## src/hw/rtl/bam_ram.sv

```systemverilog
`timescale 1ns / 1ps
`default_nettype none
// ----------------------------------------------------------------------------
// bam_ram
// Simple dual-port synchronous RAM with a registered read port.
// ----------------------------------------------------------------------------
module bam_ram #(
    parameter int DEPTH = 32,
    parameter int WIDTH = 8
) (
    input  wire logic                     i_clk,
    input  wire logic                     i_wr_en,
    input  wire logic [$clog2(DEPTH)-1:0] i_wr_addr,
    input  wire logic [WIDTH-1:0]         i_wr_data,
    input  wire logic                     i_rd_en,
    input  wire logic [$clog2(DEPTH)-1:0] i_rd_addr,
    output logic      [WIDTH-1:0]         o_rd_data
);

    logic [WIDTH-1:0] r_mem [DEPTH];

    always_ff @(posedge i_clk) begin
        if (i_wr_en) begin
            r_mem[i_wr_addr] <= i_wr_data;
        end
    end

    always_ff @(posedge i_clk) begin
        if (i_rd_en) begin
            o_rd_data <= r_mem[i_rd_addr];
        end
    end

endmodule
`default_nettype wire

```

## config.mk

```make
export PLATFORM = sky130hd
export DESIGN_NAME = bam_ram
export DESIGN_NICKNAME = d
export VERILOG_FILES = /design/src/hw/rtl/bam_ram.sv
export SDC_FILE = /design/constraint.sdc
export NUM_CORES = 1
export LEC_CHECK = 0
export ABC_CLOCK_PERIOD_IN_PS = 3100
export BUFFER_PORTS_ARGS = -buffer_cell sky130_fd_sc_hd__buf_4
export CAP_MARGIN = 20
export CORE_UTILIZATION = 40
export CTS_CLUSTER_SIZE = 30
export DETAILED_ROUTE_END_ITERATION = 10
export PLACE_DENSITY = 0.54
export SYNTH_ARGS = -nofsm -noshare
export SYNTH_HDL_FRONTEND = slang
export SYNTH_SLANG_ARGS = --single-unit
```

## constraint.sdc

```tcl
create_clock -name i_clk -period 3.1 [get_ports i_clk]
set_input_delay 0.465 -clock i_clk [delete_from_list [all_inputs] [get_ports i_clk]]
set_output_delay 0.465 -clock i_clk [all_outputs]
set_load 0.02 [all_outputs]
```

# [Yosys cells after proc, flatten, opt, wreduce, memory -nomap -nowiden]
# Memories as Yosys holds them, arrays and structs flattened. A register that Yosys moved wholly into a read port is not among the register bits.
# Index checks and enable logic that the tools add are counted.
[totals] mem_bits_rw=256 ff_bits=0 mem_bits_ro=0 latchBits=0 memories=1
[mem_list] name="r_mem" depth=32 word_bits=8 read_ports=1 rd_clocked_by_memory_dff=1 write_ports=1 line_no="20" text="logic [WIDTH-1:0] r_mem [DEPTH];"
[classes] muxes=2 mul=0 bitwise=0 reduce_logical=0 addsub=0 eq_ne=0 div_mod_pow=0 magnitude_cmp=0 shifts=0
[op_table] op="$mux 1" count=2

# [Depth between registers and ports, before layout]
[logic_depth] depth_word=2 mapped_depth=5 depth_no_buf=3

# [Worst setup path after synthesis]
# No wires, ideal clock.
[synth_path] path_type="input to register" startpoint="input i_rd_addr[2]" endpoint="register o_rd_data[0], read port of r_mem, data pin" stages=5 setup_ns=0.260 required_ns=2.840 t_arrival_ns=2.147 path_slack_ns=0.693 cell_sequence="clkbuf_1 clkbuf_1 mux4_2 mux4_2 mux2_2"
[synth_lines] item="start: declaration" line_no="16" text="input wire logic [$clog2(DEPTH)-1:0] i_rd_addr,"
[synth_lines] item="end: declaration" line_no="17" text="output logic [WIDTH-1:0] o_rd_data"

==> impl_metrics.ini <==
[finish]
final_util = 0.475
final_cell_mix = edfxtp_1, mux4_2, buf_4
multi_input_area_um2 = 2100
fill_cells = 1997
area_growth_pct = 15.3
seqCellArea_um2 = 7930
diodes = 0
fin_nets = 505
final_cell_area_um2 = 11700
drive_gt1_frac = 0.365
final_common_cell = edfxtp_1

[drt]
drt_iter0_markers = 505
wl_per_cell_um = 26.4
vias = 4543
wirelength_um = 21800
dr.pass1.iters = 5
vias_per_cell = 5.50
drc_errors = 0
ant_nets = 0

[min_path]
hold_path.class = in -> reg
hp-start = i_rd_en

[setup_path]
start_kind = primary input
cp-end-kind = register
crit_fanout = 14
critPathLaunch = i_rd_addr[0]
cp_slowest_stage_delay_ns = 0.57
crit_type = in -> reg
rr_startpoint = r_mem[23][2]
path_cells = buf_4, buf_4, mux4_2, mux4_2, mux2_2
crit_buf_inv = 2
crit_family = multiplexers
required_ns = 3.38
arrival_ns = 2.50
worst_path_max_delay_cell = mux4_2

[placement]
gp_congestion = 0.736
port_buffers = 28
dp_hpwl_um = 13800
place_area_um2 = 10900

[global_route]
grt_util_all_layers = 0.174
overflow = 0
antenna_found_initial = 0
grt_pass1_wl_um = 32000
grt_max_degree = 33
grt_pass1_vias = 4659

[power]
ir_drop_uv = 328
p_clk_frac = 0.393
net-switching-power_mw = 1.50
seq_power_share = 0.551
swShare = 0.207
p_comb_frac = 0.056
p_per_area_nw_per_um2 = 621
leakage_nw = 3.67
p_int_mw = 5.75

[yosys]
syn-num-nets = 438
yosysSeqAreaShare = 0.782
synth_warnings = 0
synth-seq-cells = 264
ys_types = 14
syn_avg_cell_area_um2 = 24.3
netlist_area_um2 = 10100
syn_inst = 417

[timing]
skew_ns = 0.0209
setup_viol = 0
rsz0062_at_grt = no
hold_viol_final = 0
fin_hold_ws_ns = 0.243
slew_headroom = 0.397
tns_ns = 0
slew_viol_final = 0
clock.fmax_mhz = 451
period_needed_ns = 2.22
worst_pin_slew_ns = 0.902
fin_crit_sh = 0.716

[clock_tree]
cts_resized = 0
cts_tree = done
htreeDepth = 1
post_cts_buffers = 0
clock_path_buffers = 3
cts.sinks = 264
clockRootBuffer = clkbuf_16
numCtsBuffers = 27
clk_pin_slew_ns = 0.06
ctsHoldBuffers = 0
clk_latency_ns = 0.53

[floorplan]
die_area_um2 = 26000
dieWidth_um = 161
start_util = 0.412
fp.dieH_um = 161
ios = 29
coreArea_um2 = 24600
rows = 57

[run_status]
status = finished, final reports clean

[job]
timing.max_cap.violations = 0
## cells by family (layout without fill, tap and decap cells)
| kind of cell | after synthesis | count (layout) | share of synthesized area |
|---|---|---|---|
| buf+inv | 20 | 105 | 0.0105 |
| flops | 264 | 264 | 0.782 |
| mux | 88 | 88 | 0.187 |
| simple gates | 45 | 45 | 0.0205 |
## worst register-to-register path, cell delays in order, from the launching register on
cell	delay, ns
edfxtp_1	0.37
mux4_2	0.53
mux4_2	0.56
mux2_2	0.29
## power groups by stage
stage	clock [mW]	combinational (mW)	sequential (mW)
2_1_floorplan	0	0.212	4.08
3_3_place_gp	0	0.410	4.07
3_5_place_dp	0	0.414	4.08
4_1_cts	2.91	0.416	4.00
5_1_grt	3.05	0.434	4.00
6_report	2.85	0.406	4.00
## Yosys cell counts
cell type	number	area share
or3_1	1	0.00062
buf_4	6	0.0044
buf_6	1	0.0011
nand3_1	2	0.00099
edfxtp_1	264	0.78
clkbuf_1	6	0.0022
mux4_2	80	0.18
nor2_1	33	0.012
nand3b_1	5	0.0037
buf_1	6	0.0022
buf_2	1	0.00049
or3b_2	3	0.0026
mux2_2	8	0.0089
nand2_1	1	0.00037
## final cells by class
type / instances / share of cell area
clock inverters: 13 / 0.00525
well taps: 324 / 0.0347
clock buffers: 34 / 0.0601
repair buffers: 58 / 0.0416
multi-input cells: 133 / 0.180
flip-flops and latches: 264 / 0.679
## metrics by stage
step | cells | power [mW] | setup slack (ns)
5_1_grt | 826 | 7.49 | 0.808
6_report | 826 | 7.26 | 0.881
3_3_place_gp | 779 | 4.48 | 0.297
3_5_place_dp | 779 | 4.49 | 0.313
2_1_floorplan | 417 | 4.29 | 0.693
4_1_cts | 826 | 7.32 | 0.875
## sequential cells by signal, summed over array words and instances, names as in the netlist
| signal | flops |
|---|---|
| r_mem | 256 |
| o_rd_data | 8 |
## per-layer routing
metal  track usage  up-vias  wire length, µm
li1              -     1922                -
met5             0        -                0
met3        0.0280       23             1320
met1         0.265     2444            10100
met2         0.265      154            10100
met4        0.0369        0              239
## worst paths after layout
path | to | slack (ns) | depth (start not counted)
max | o_rd_data[2] | 0.88 | 5
min | o_rd_data[4] | 0.24 | 1
max reg2reg | o_rd_data[2] | 1.13 | 3
min reg2reg | o_rd_data[7] | 1.00 | 3
Note: power is estimated with default switching activity, not from simulation.
