<file path="src/hw/rtl/bam_pkg.sv">
`timescale 1ns / 1ps
`default_nettype none
// ----------------------------------------------------------------------------
// bam_pkg
// Types, widths and codes shared by the box association matcher modules.
// ----------------------------------------------------------------------------
package bam_pkg;

    localparam int TABLE_DEPTH = 32;
    localparam int COORD_BITS  = 12;
    localparam int ADDR_W      = $clog2(TABLE_DEPTH);
    localparam int PTR_W       = $clog2(TABLE_DEPTH + 1);
    localparam int EDGE_W      = COORD_BITS + 1;
    localparam int INTER_W     = 2 * COORD_BITS;
    localparam int UNION_W     = 2 * COORD_BITS + 1;
    localparam int CEN_W       = COORD_BITS + 2;
    localparam int DSQ_W       = 2 * CEN_W + 1;
    localparam int THR_W       = 16;
    localparam int LIM_W       = 13;
    localparam int LIM2_W      = 2 * (LIM_W + 1);
    localparam int ID_W        = 16;
    localparam int CAT_W       = 8;
    localparam int DIST_W      = 16;
    localparam int PADDR_W     = 3;
    localparam int IOU_SHIFT   = 16;

    localparam logic [THR_W-1:0] THR_RESET = 16'd16384;
    localparam logic [LIM_W-1:0] LIM_RESET = 13'd64;

    // Register select is the word address bit.
    localparam logic REG_IOU_THR    = 1'b0;
    localparam logic REG_CENTRE_LIM = 1'b1;

    typedef enum logic [1:0] {
        CMD_CLEAR = 2'd0,
        CMD_LOAD  = 2'd1,
        CMD_MATCH = 2'd2
    } t_cmd;

    typedef enum logic [1:0] {
        KIND_NONE   = 2'd0,
        KIND_IOU    = 2'd1,
        KIND_CENTRE = 2'd2
    } t_kind;

    typedef enum logic [1:0] {
        ST_IDLE,
        ST_SCAN,
        ST_DRAIN,
        ST_DONE
    } t_state;

    typedef struct packed {
        logic [COORD_BITS-1:0] x;
        logic [COORD_BITS-1:0] y;
        logic [COORD_BITS-1:0] w;
        logic [COORD_BITS-1:0] h;
    } t_box;

    typedef struct packed {
        logic [ID_W-1:0]   id;
        logic [CAT_W-1:0]  category;
        t_box              rect;
        logic [DIST_W-1:0] distance;
    } t_slot;

    // Control that travels with each table read.
    typedef struct packed {
        logic              beat;
        logic              last;
        logic              hit;
        logic [ADDR_W-1:0] idx;
    } t_tag;

    // Per-slot result of the scoring pipeline.
    typedef struct packed {
        logic               beat;
        logic               last;
        logic [ADDR_W-1:0]  idx;
        logic               iou_pass;
        logic               dist_pass;
        logic [INTER_W-1:0] inter;
        logic [UNION_W-1:0] uni;
        logic [DSQ_W-1:0]   dsq;
        logic [ID_W-1:0]    id;
        logic [DIST_W-1:0]  distance;
    } t_score;

endpackage
`default_nettype wire

</file>
<file path="src/hw/rtl/bam_score.sv">
`timescale 1ns / 1ps
`default_nettype none
// ----------------------------------------------------------------------------
// bam_score
// Four-stage pipeline that scores one table entry against the new box.
// ----------------------------------------------------------------------------
module bam_score (
    input  wire logic                           i_clk,
    input  wire logic                           i_rst_n,
    input  wire bam_pkg::t_tag                  i_tag,
    input  wire bam_pkg::t_slot                 i_slot,
    input  wire bam_pkg::t_box                  i_box,
    input  wire logic [bam_pkg::CAT_W-1:0]      i_cat,
    input  wire logic [bam_pkg::INTER_W-1:0]    i_area_new,
    input  wire logic [bam_pkg::THR_W-1:0]      i_thr,
    input  wire logic [bam_pkg::LIM2_W-1:0]     i_lim2,
    output bam_pkg::t_score                     o_score
);
    import bam_pkg::*;

    // Stage 1: overlap extents and centroid offsets.
    logic [EDGE_W-1:0] x1, y1, x2, y2, nx2, ny2, ox2, oy2;
    logic [CEN_W-1:0]  ncx, ncy, ocx, ocy;
    logic [COORD_BITS-1:0] ix, iy;
    logic [CEN_W-1:0]  dx, dy;
    logic              hit;

    always_comb begin
        nx2 = EDGE_W'(i_box.x) + EDGE_W'(i_box.w);
        ny2 = EDGE_W'(i_box.y) + EDGE_W'(i_box.h);
        ox2 = EDGE_W'(i_slot.rect.x) + EDGE_W'(i_slot.rect.w);
        oy2 = EDGE_W'(i_slot.rect.y) + EDGE_W'(i_slot.rect.h);
        x1  = (i_box.x > i_slot.rect.x) ? EDGE_W'(i_box.x) : EDGE_W'(i_slot.rect.x);
        y1  = (i_box.y > i_slot.rect.y) ? EDGE_W'(i_box.y) : EDGE_W'(i_slot.rect.y);
        x2  = (nx2 < ox2) ? nx2 : ox2;
        y2  = (ny2 < oy2) ? ny2 : oy2;
        // The intersection extent never exceeds either box's own size.
        ix  = (x2 > x1 && y2 > y1) ? COORD_BITS'(x2 - x1) : '0;
        iy  = (x2 > x1 && y2 > y1) ? COORD_BITS'(y2 - y1) : '0;
        ncx = {1'b0, i_box.x, 1'b0} + CEN_W'(i_box.w);
        ncy = {1'b0, i_box.y, 1'b0} + CEN_W'(i_box.h);
        ocx = {1'b0, i_slot.rect.x, 1'b0} + CEN_W'(i_slot.rect.w);
        ocy = {1'b0, i_slot.rect.y, 1'b0} + CEN_W'(i_slot.rect.h);
        dx  = (ncx > ocx) ? ncx - ocx : ocx - ncx;
        dy  = (ncy > ocy) ? ncy - ocy : ocy - ncy;
        hit = i_tag.hit && (i_slot.category == i_cat);
    end

    t_tag                  r_s1_tag;
    logic                  r_s1_hit;
    logic [COORD_BITS-1:0] r_s1_ix, r_s1_iy, r_s1_ow, r_s1_oh;
    logic [CEN_W-1:0]      r_s1_dx, r_s1_dy;
    logic [ID_W-1:0]       r_s1_id;
    logic [DIST_W-1:0]     r_s1_dist;

    // Stage 2: products.
    t_tag                  r_s2_tag;
    logic                  r_s2_hit;
    logic [INTER_W-1:0]    r_s2_inter, r_s2_area;
    logic [2*CEN_W-1:0]    r_s2_dxs, r_s2_dys;
    logic [ID_W-1:0]       r_s2_id;
    logic [DIST_W-1:0]     r_s2_dist;

    // Stage 3: union and squared distance.
    t_tag                  r_s3_tag;
    logic                  r_s3_hit;
    logic [INTER_W-1:0]    r_s3_inter;
    logic [UNION_W-1:0]    r_s3_uni;
    logic [DSQ_W-1:0]      r_s3_dsq;
    logic [ID_W-1:0]       r_s3_id;
    logic [DIST_W-1:0]     r_s3_dist;

    logic [THR_W+UNION_W-1:0] thr_prod;
    logic [THR_W+UNION_W-1:0] inter_scaled;

    assign thr_prod     = (THR_W+UNION_W)'(i_thr) * (THR_W+UNION_W)'(r_s3_uni);
    assign inter_scaled = (THR_W+UNION_W)'({r_s3_inter, {IOU_SHIFT{1'b0}}});

    always_ff @(posedge i_clk) begin
        // Only the beat flags are reset; the payload follows them.
        if (!i_rst_n) begin
            r_s1_tag.beat  <= 1'b0;
            r_s2_tag.beat  <= 1'b0;
            r_s3_tag.beat  <= 1'b0;
            o_score.beat   <= 1'b0;
        end else begin
            r_s1_tag.beat  <= i_tag.beat;
            r_s2_tag.beat  <= r_s1_tag.beat;
            r_s3_tag.beat  <= r_s2_tag.beat;
            o_score.beat   <= r_s3_tag.beat;
        end

        r_s1_tag.last <= i_tag.last;
        r_s1_tag.hit  <= i_tag.hit;
        r_s1_tag.idx  <= i_tag.idx;
        r_s1_hit      <= hit;
        r_s1_ix       <= ix;
        r_s1_iy       <= iy;
        r_s1_ow       <= i_slot.rect.w;
        r_s1_oh       <= i_slot.rect.h;
        r_s1_dx       <= dx;
        r_s1_dy       <= dy;
        r_s1_id       <= i_slot.id;
        r_s1_dist     <= i_slot.distance;

        r_s2_tag.last <= r_s1_tag.last;
        r_s2_tag.hit  <= r_s1_tag.hit;
        r_s2_tag.idx  <= r_s1_tag.idx;
        r_s2_hit      <= r_s1_hit;
        r_s2_inter    <= INTER_W'(r_s1_ix) * INTER_W'(r_s1_iy);
        r_s2_area     <= INTER_W'(r_s1_ow) * INTER_W'(r_s1_oh);
        r_s2_dxs      <= (2*CEN_W)'(r_s1_dx) * (2*CEN_W)'(r_s1_dx);
        r_s2_dys      <= (2*CEN_W)'(r_s1_dy) * (2*CEN_W)'(r_s1_dy);
        r_s2_id       <= r_s1_id;
        r_s2_dist     <= r_s1_dist;

        r_s3_tag.last <= r_s2_tag.last;
        r_s3_tag.hit  <= r_s2_tag.hit;
        r_s3_tag.idx  <= r_s2_tag.idx;
        r_s3_hit      <= r_s2_hit;
        r_s3_inter    <= r_s2_inter;
        r_s3_uni      <= UNION_W'(i_area_new) + UNION_W'(r_s2_area) - UNION_W'(r_s2_inter);
        r_s3_dsq      <= DSQ_W'(r_s2_dxs) + DSQ_W'(r_s2_dys);
        r_s3_id       <= r_s2_id;
        r_s3_dist     <= r_s2_dist;

        // Stage 4: threshold tests, exact by cross-multiplication.
        o_score.last      <= r_s3_tag.last;
        o_score.idx       <= r_s3_tag.idx;
        o_score.iou_pass  <= r_s3_hit && (r_s3_uni != '0) && (inter_scaled > thr_prod);
        o_score.dist_pass <= r_s3_hit && (DSQ_W'(r_s3_dsq) < DSQ_W'(i_lim2));
        o_score.inter     <= r_s3_inter;
        o_score.uni       <= r_s3_uni;
        o_score.dsq       <= r_s3_dsq;
        o_score.id        <= r_s3_id;
        o_score.distance  <= r_s3_dist;
    end

endmodule
`default_nettype wire

</file>
<file path="config.mk">
export PLATFORM = sky130hd
export DESIGN_NAME = bam_score
export DESIGN_NICKNAME = d
export VERILOG_FILES = /design/src/hw/rtl/bam_pkg.sv /design/src/hw/rtl/bam_score.sv
export SDC_FILE = /design/constraint.sdc
export NUM_CORES = 2
export LEC_CHECK = 0
export BUFFER_PORTS_ARGS = -buffer_cell sky130_fd_sc_hd__buf_2
export CAP_MARGIN = 20
export CORE_MARGIN = 2
export CORE_UTILIZATION = 55
export CTS_CLUSTER_DIAMETER = 30
export DETAILED_ROUTE_END_ITERATION = 12
export GPL_ROUTABILITY_DRIVEN = 0
export PLACE_DENSITY = 0.82
export SLEW_MARGIN = 20
export SYNTH_ARGS = -nofsm -noshare
export SYNTH_HDL_FRONTEND = slang
export SYNTH_SLANG_ARGS = --single-unit
</file>
<file path="constraint.sdc">
create_clock -name i_clk -period 18.21 [get_ports i_clk]
set_clock_uncertainty 0.05 [all_clocks]
set_input_delay 3.642 -clock i_clk [delete_from_list [all_inputs] [get_ports i_clk]]
set_output_delay 3.642 -clock i_clk [all_outputs]
set_load 0.02 [all_outputs]
</file>
### Word-level counts from Yosys, hierarchy flattened

Cells that the tools add are included.
Widths: inputs -> output; s select.

| word-level totals | value |
|---|---|
| register bits | 497 |
| bits of input ports | 222 |
| output and inout port bits | 119 |
| word-level logic and storage cells | 86 |

| cells by class | value |
|---|---|
| $add $sub $neg | 17 |
| multipliers | 5 |
| order comparisons | 10 |
| equal/unequal tests | 1 |
| muxes and demuxes | 6 |
| reductions and logical operators | 6 |

Operators by type and width:

| cell | count |
|---|---|
| $add 13x12->14 | 4 |
| $mul 14x14->28 | 2 |
| $sub 14x14->14 | 4 |
| $add 12x12->13 | 4 |
| $mul 12x12->24 | 2 |
| $gt 40x41->1 | 1 |
| $mul 16x25->41 | 1 |
| $add 28x28->29 | 1 |
| $lt 29x28->1 | 1 |
| $gt 14x14->1 | 2 |
| $mux 14 | 2 |
| $gt 13x12->1 | 2 |
| $lt 13x13->1 | 2 |
| $mux 13 | 2 |
| $add 24x24->25 | 1 |
| $reduce_bool 25->1 | 1 |
| $sub 25x24->25 | 1 |
| $gt 12x12->1 | 2 |
| $mux 12 | 2 |
| $sub 12x12->12 | 2 |
| $eq 8x8->1 | 1 |
| $logic_and 1x1->1 | 5 |

### Logic depth before layout (Yosys ltp)

| depth | value |
|---|---|
| depth after elaboration | 5 |
| depth in mapped cells | 35 |

### Least setup slack after synthesis

Ideal clock, no wire load.

| timing path | value |
|---|---|
| kind | input to register |
| from | in i_thr[9] (netlist name) |
| to | reg o_score[111] (netlist name) |
| data arrival time | 11.272 ns |
| path slack | 6.758 ns |
| stages | 31 |
| path buffers | 2 |
| cells stage by stage | clkbuf_1 -> clkbuf_1 -> nand2_1 -> fa_1 -> inv_1 -> fa_1 -> fa_1 -> fa_1 -> fa_1 -> inv_1 -> fa_1 -> inv_1 -> ha_1 -> a2111oi_0 -> nand2_1 -> o22ai_1 -> o211ai_1 -> a31o_2 -> a31o_1 -> a21o_1 -> a21oi_1 -> xor2_1 -> ha_1 -> nand4_1 -> or4_1 -> a2111oi_0 -> o2111ai_1 -> or4_1 -> nor3_1 -> a211o_1 -> a211oi_1 |

| on the way | value |
|---|---|
| cells in the longest elaborated chain, start to end | 3 |

Ends and longest elaborated chain:

| item | RTL line | RTL |
|---|---|---|
| start: declaration | bam_score.sv:15 | `input wire logic [bam_pkg::THR_W-1:0] i_thr,` |
| $mul 16x25->41 | bam_score.sv:76 | `assign thr_prod = (THR_W+UNION_W)'(i_thr) * (THR_W+UNION_W)'(r_s3_uni);` |
| $gt 40x41->1 | bam_score.sv:130 | `o_score.iou_pass <= r_s3_hit && (r_s3_uni != '0) && (inter_scaled > thr_prod);` |
| $logic_and 1x1->1 | bam_score.sv:130 |  |
| end: declaration | bam_score.sv:17 | `output bam_pkg::t_score o_score` |

Every way passes these cells.
A chain may end at the register's enable or synchronous reset.

### Worst setup path after layout

Same ends and word-level chain as after synthesis.

==> impl_metrics.csv <==
group,metric,value,unit
synthesis,synth_enable_flop_cells,0,
synthesis,post-synth-top-area-cell,"fa_1",
setup_path,critical_path.max_fanout,25,
placement,detailed_place_hpwl,110700,um
setup_path,required,18.69,ns
setup_path,crit_family,"adder cells",
detailed_routing,viasPerCell,5.515,
detailed_routing,vias,42620,
setup_path,cp_num_buf_inv,6,
sta,finalMaxSlewViolations,0,
floorplanning,die_height,322.5,um
sta,timing.setup.tns,0,ns
setup_path,end_kind,"flop",
detailed_routing,routed_wire_length_per_instance,17.99,um
final_layout,layout-drive-gt1-share,0.09084,
detailed_routing,antenna_violating_nets_post_route,0,
cts,cts_buffer_depth,3,
placement,port_buffers,340,
grt,overflow_left_after_global_routing,0,
min_path,hold-path-endpoint,"o_score[7]$_DFF_P_",
setup_path,worst_setup_slack_for_register_to_register_paths,8.65,ns
grt,grt_pass1_vias,45160,
sta,finalSetupViolCount,0,
placement,pre_cts_ws,5.671,ns
floorplanning,die_area,0.1040,sq mm
floorplanning,ioPinCount,341,
synthesis,synth_warnings,0,
setup_path,timing.critical_path.arrival,12.52,ns
synthesis,mean_instance_size_in_the_synthesized_netlist,9.276,sq um
cts,clkLatencyLatePin,0.68,ns
sta,timing.final.hold_violations,0,
min_path,hold_path_class,"reg -> reg",
outcome,outcome,"complete, no violations",
setup_path,worst_path_max_delay_cell,"fa_1",
sta,finalCriticalPeriod,12.03,ns
cts,cts.sinks,495,
synthesis,postSynthRegisterBits,495,
sta,worst_pin_slew,1.107,ns
setup_path,worst_r2r_startpoint,"r_s3_uni[9]$_DFF_P_",
sta,rsz0062_at_grt,"false",
detailed_routing,first_pass_iters,12,
synthesis,netlist-cell-type-count,82,
setup_path,critical_path.max_stage_delay,0.61,ns
synthesis,synthCells,6016,
cts,cts_resized,0,
synthesis,synth_nets,7762,
synthesis,netlist_area_before_placement,0.05580,sq mm
grt,antenna_found_initial,13,
synthesis,synth_top_flop_cell,"dfxtp_1",
sta,maxSlewHeadroom,0.2607,
synthesis,post_synth_most_frequent_cells,"inv_1 (1,163), fa_1 (792), ha_1 (732)",
cts,cts.root.buffer_cell,"clkbuf_16",
flow_run,cap_violations,0,
cts,post_cts_hold_buffer_count,0,
sta,layout_worst_path_cycle_share,0.6609,
floorplanning,die_w,322.5,um
grt,first_pass_grt_wire_length,227900,um
cts,tritoncts,"done",
synthesis,synthMostInstantiatedCell,"inv_1",
cts,post-cts-setup-buffers,0,
floorplanning,start_util,0.5564,
sta,setup_slack,6.175,ns
setup_path,timing_worst_setup_path_type,"in -> reg",
grt,grt_usage,0.2742,
setup_path,timing.critical_path.from_type,"input port",
setup_path,r2r_end,"o_score[111]$_DFF_P_",
cts,cts_inserted_buffers,94,
final_layout,flow.area_growth_from_synthesis,11.24,%
final_layout,nets,8032,
setup_path,worstRegToRegCells,30,
detailed_routing,routed_wirelength,139000,um
detailed_routing,number_of_drc_violations_after_detailed_routing,0,
setup_path,worst_path_most_repeated_cell,"fa_1",
synthesis,post_synth_main_area_contributors,"fa_1 (28%), dfxtp_1 (18%), ha_1 (16%), inv_1 (7.8%), and2_1 (4.2%)",
cts,htreeDepth,3,
final_layout,total_area_of_multi_input_combinational_cells,0.04084,sq mm
synthesis,synth-seq-area-share,0.1776,
synthesis,ys_async_sr_fraction,0,
min_path,hold_path.startpoint,"r_s3_dist[7]$_DFF_P_",
grt,grt_start_max_net_pins,26,
final_layout,fillers,7854,
floorplanning,number_of_rows_created_at_floorplan,116,
floorplanning,fp.coreArea,0.1003,sq mm
cts,clkTransAtPathRegs,0.06,ns
sta,max_clock_freq,83.09,MHz
detailed_routing,drt_iter0_drc,3171,
min_path,worstHoldPathCells,0,
final_layout,regArea,0.009910,sq mm
synthesis,synth_top_area_share,0.2841,
-- area by class of cell --
cell class	count	share of cell area
antenna	8	0.0003225
timing repair buffer	347	0.02826
clock inverter	69	0.01590
tap	1357	0.02735
sequential	495	0.1596
inverter	1163	0.07032
clock buffer	104	0.04031
multi-input combinational	4185	0.6579
-- sequential cells by signal, summed over array words and instances (netlist names), 12 cells and up --
name        count
r_s2_area      24
r_s2_dist      16
r_s1_dy        14
r_s1_iy        12
r_s1_ow        12
r_s3_uni       25
r_s1_ix        12
r_s1_dx        14
r_s2_dys       27
r_s3_dsq       29
r_s2_dxs       27
r_s1_dist      16
r_s2_id        16
r_s3_id        16
o_score       119
r_s2_inter     24
r_s3_dist      16
r_s1_oh        12
r_s3_inter     24
r_s1_id        16
-- metrics by stage --
step	instances	utilization	instance area, sq um	hold WS, ns
finish	7728	0.6190	62080	0.2667
global route	7723	0.6188	62060	0.2731
CTS	7720	0.6188	62060	0.2706
detailed placement	7547	0.5840	58570	0.2621
global placement	7547	0.5840	58570	0.2596
floorplan	6016	-	55800	0.2596
-- how the worst max path moves through the flow --
stage / from / endpoint / cells after the start
final: i_thr[9] / o_score[111]$_DFF_P_ / 33
after detailed placement: i_thr[9] / o_score[111]$_DFF_P_ / 33
after global routing: i_thr[9] / o_score[111]$_DFF_P_ / 33
after floorplan: i_thr[9] / o_score[111]$_DFF_P_ / 31
after CTS: i_thr[9] / o_score[111]$_DFF_P_ / 33
after global placement: i_thr[6] / o_score[111]$_DFF_P_ / 32
-- worst register-to-register path: cells and delay by family, from the launching register on --
family | cells | cell delay (ns)
compound gates | 9 | 1.61
xor+xnor | 1 | 0.09
fa+ha+maj | 8 | 3.81
buf+inv | 3 | 0.18
flops | 1 | 0.94
simple gates | 9 | 2.74
-- cell families (layout without fill, tap and decap cells) --
group	after synthesis	count (layout)	synth area share
AOI/OAI and AO/OA	793	793	0.09321
muxes	58	58	0.01061
and+or+nand+nor	1512	1512	0.1329
DFF	495	495	0.1776
xor gates and xnor gates	298	298	0.04677
adders and majority gates	1524	1524	0.4483
buffers and inverters	1336	1683	0.09072
other	0	8	0
-- layer usage --
metal / global-route usage / up-vias / routed length, um
met3: 0.06762 / 480 / 12830
met1: 0.3317 / 20650 / 53230
met5: 0 / - / 96
met2: 0.4624 / 1920 / 66370
met4: 0.1226 / 14 / 6473
li1: - / 19560 / -
-- cells in the final DEF (no fill, tap or decap), types with 191 or more instances in the layout --
master      n
and2_1    371
inv_1    1163
nand2_1   604
nor2_1    191
xnor2_1   192
a21oi_1   254
fa_1      792
ha_1      732
dfxtp_1   495
buf_2     340
Power is left out: the tool's default activity adds up to more than one toggle a clock period on the data nets, which glitch-free logic cannot reach.
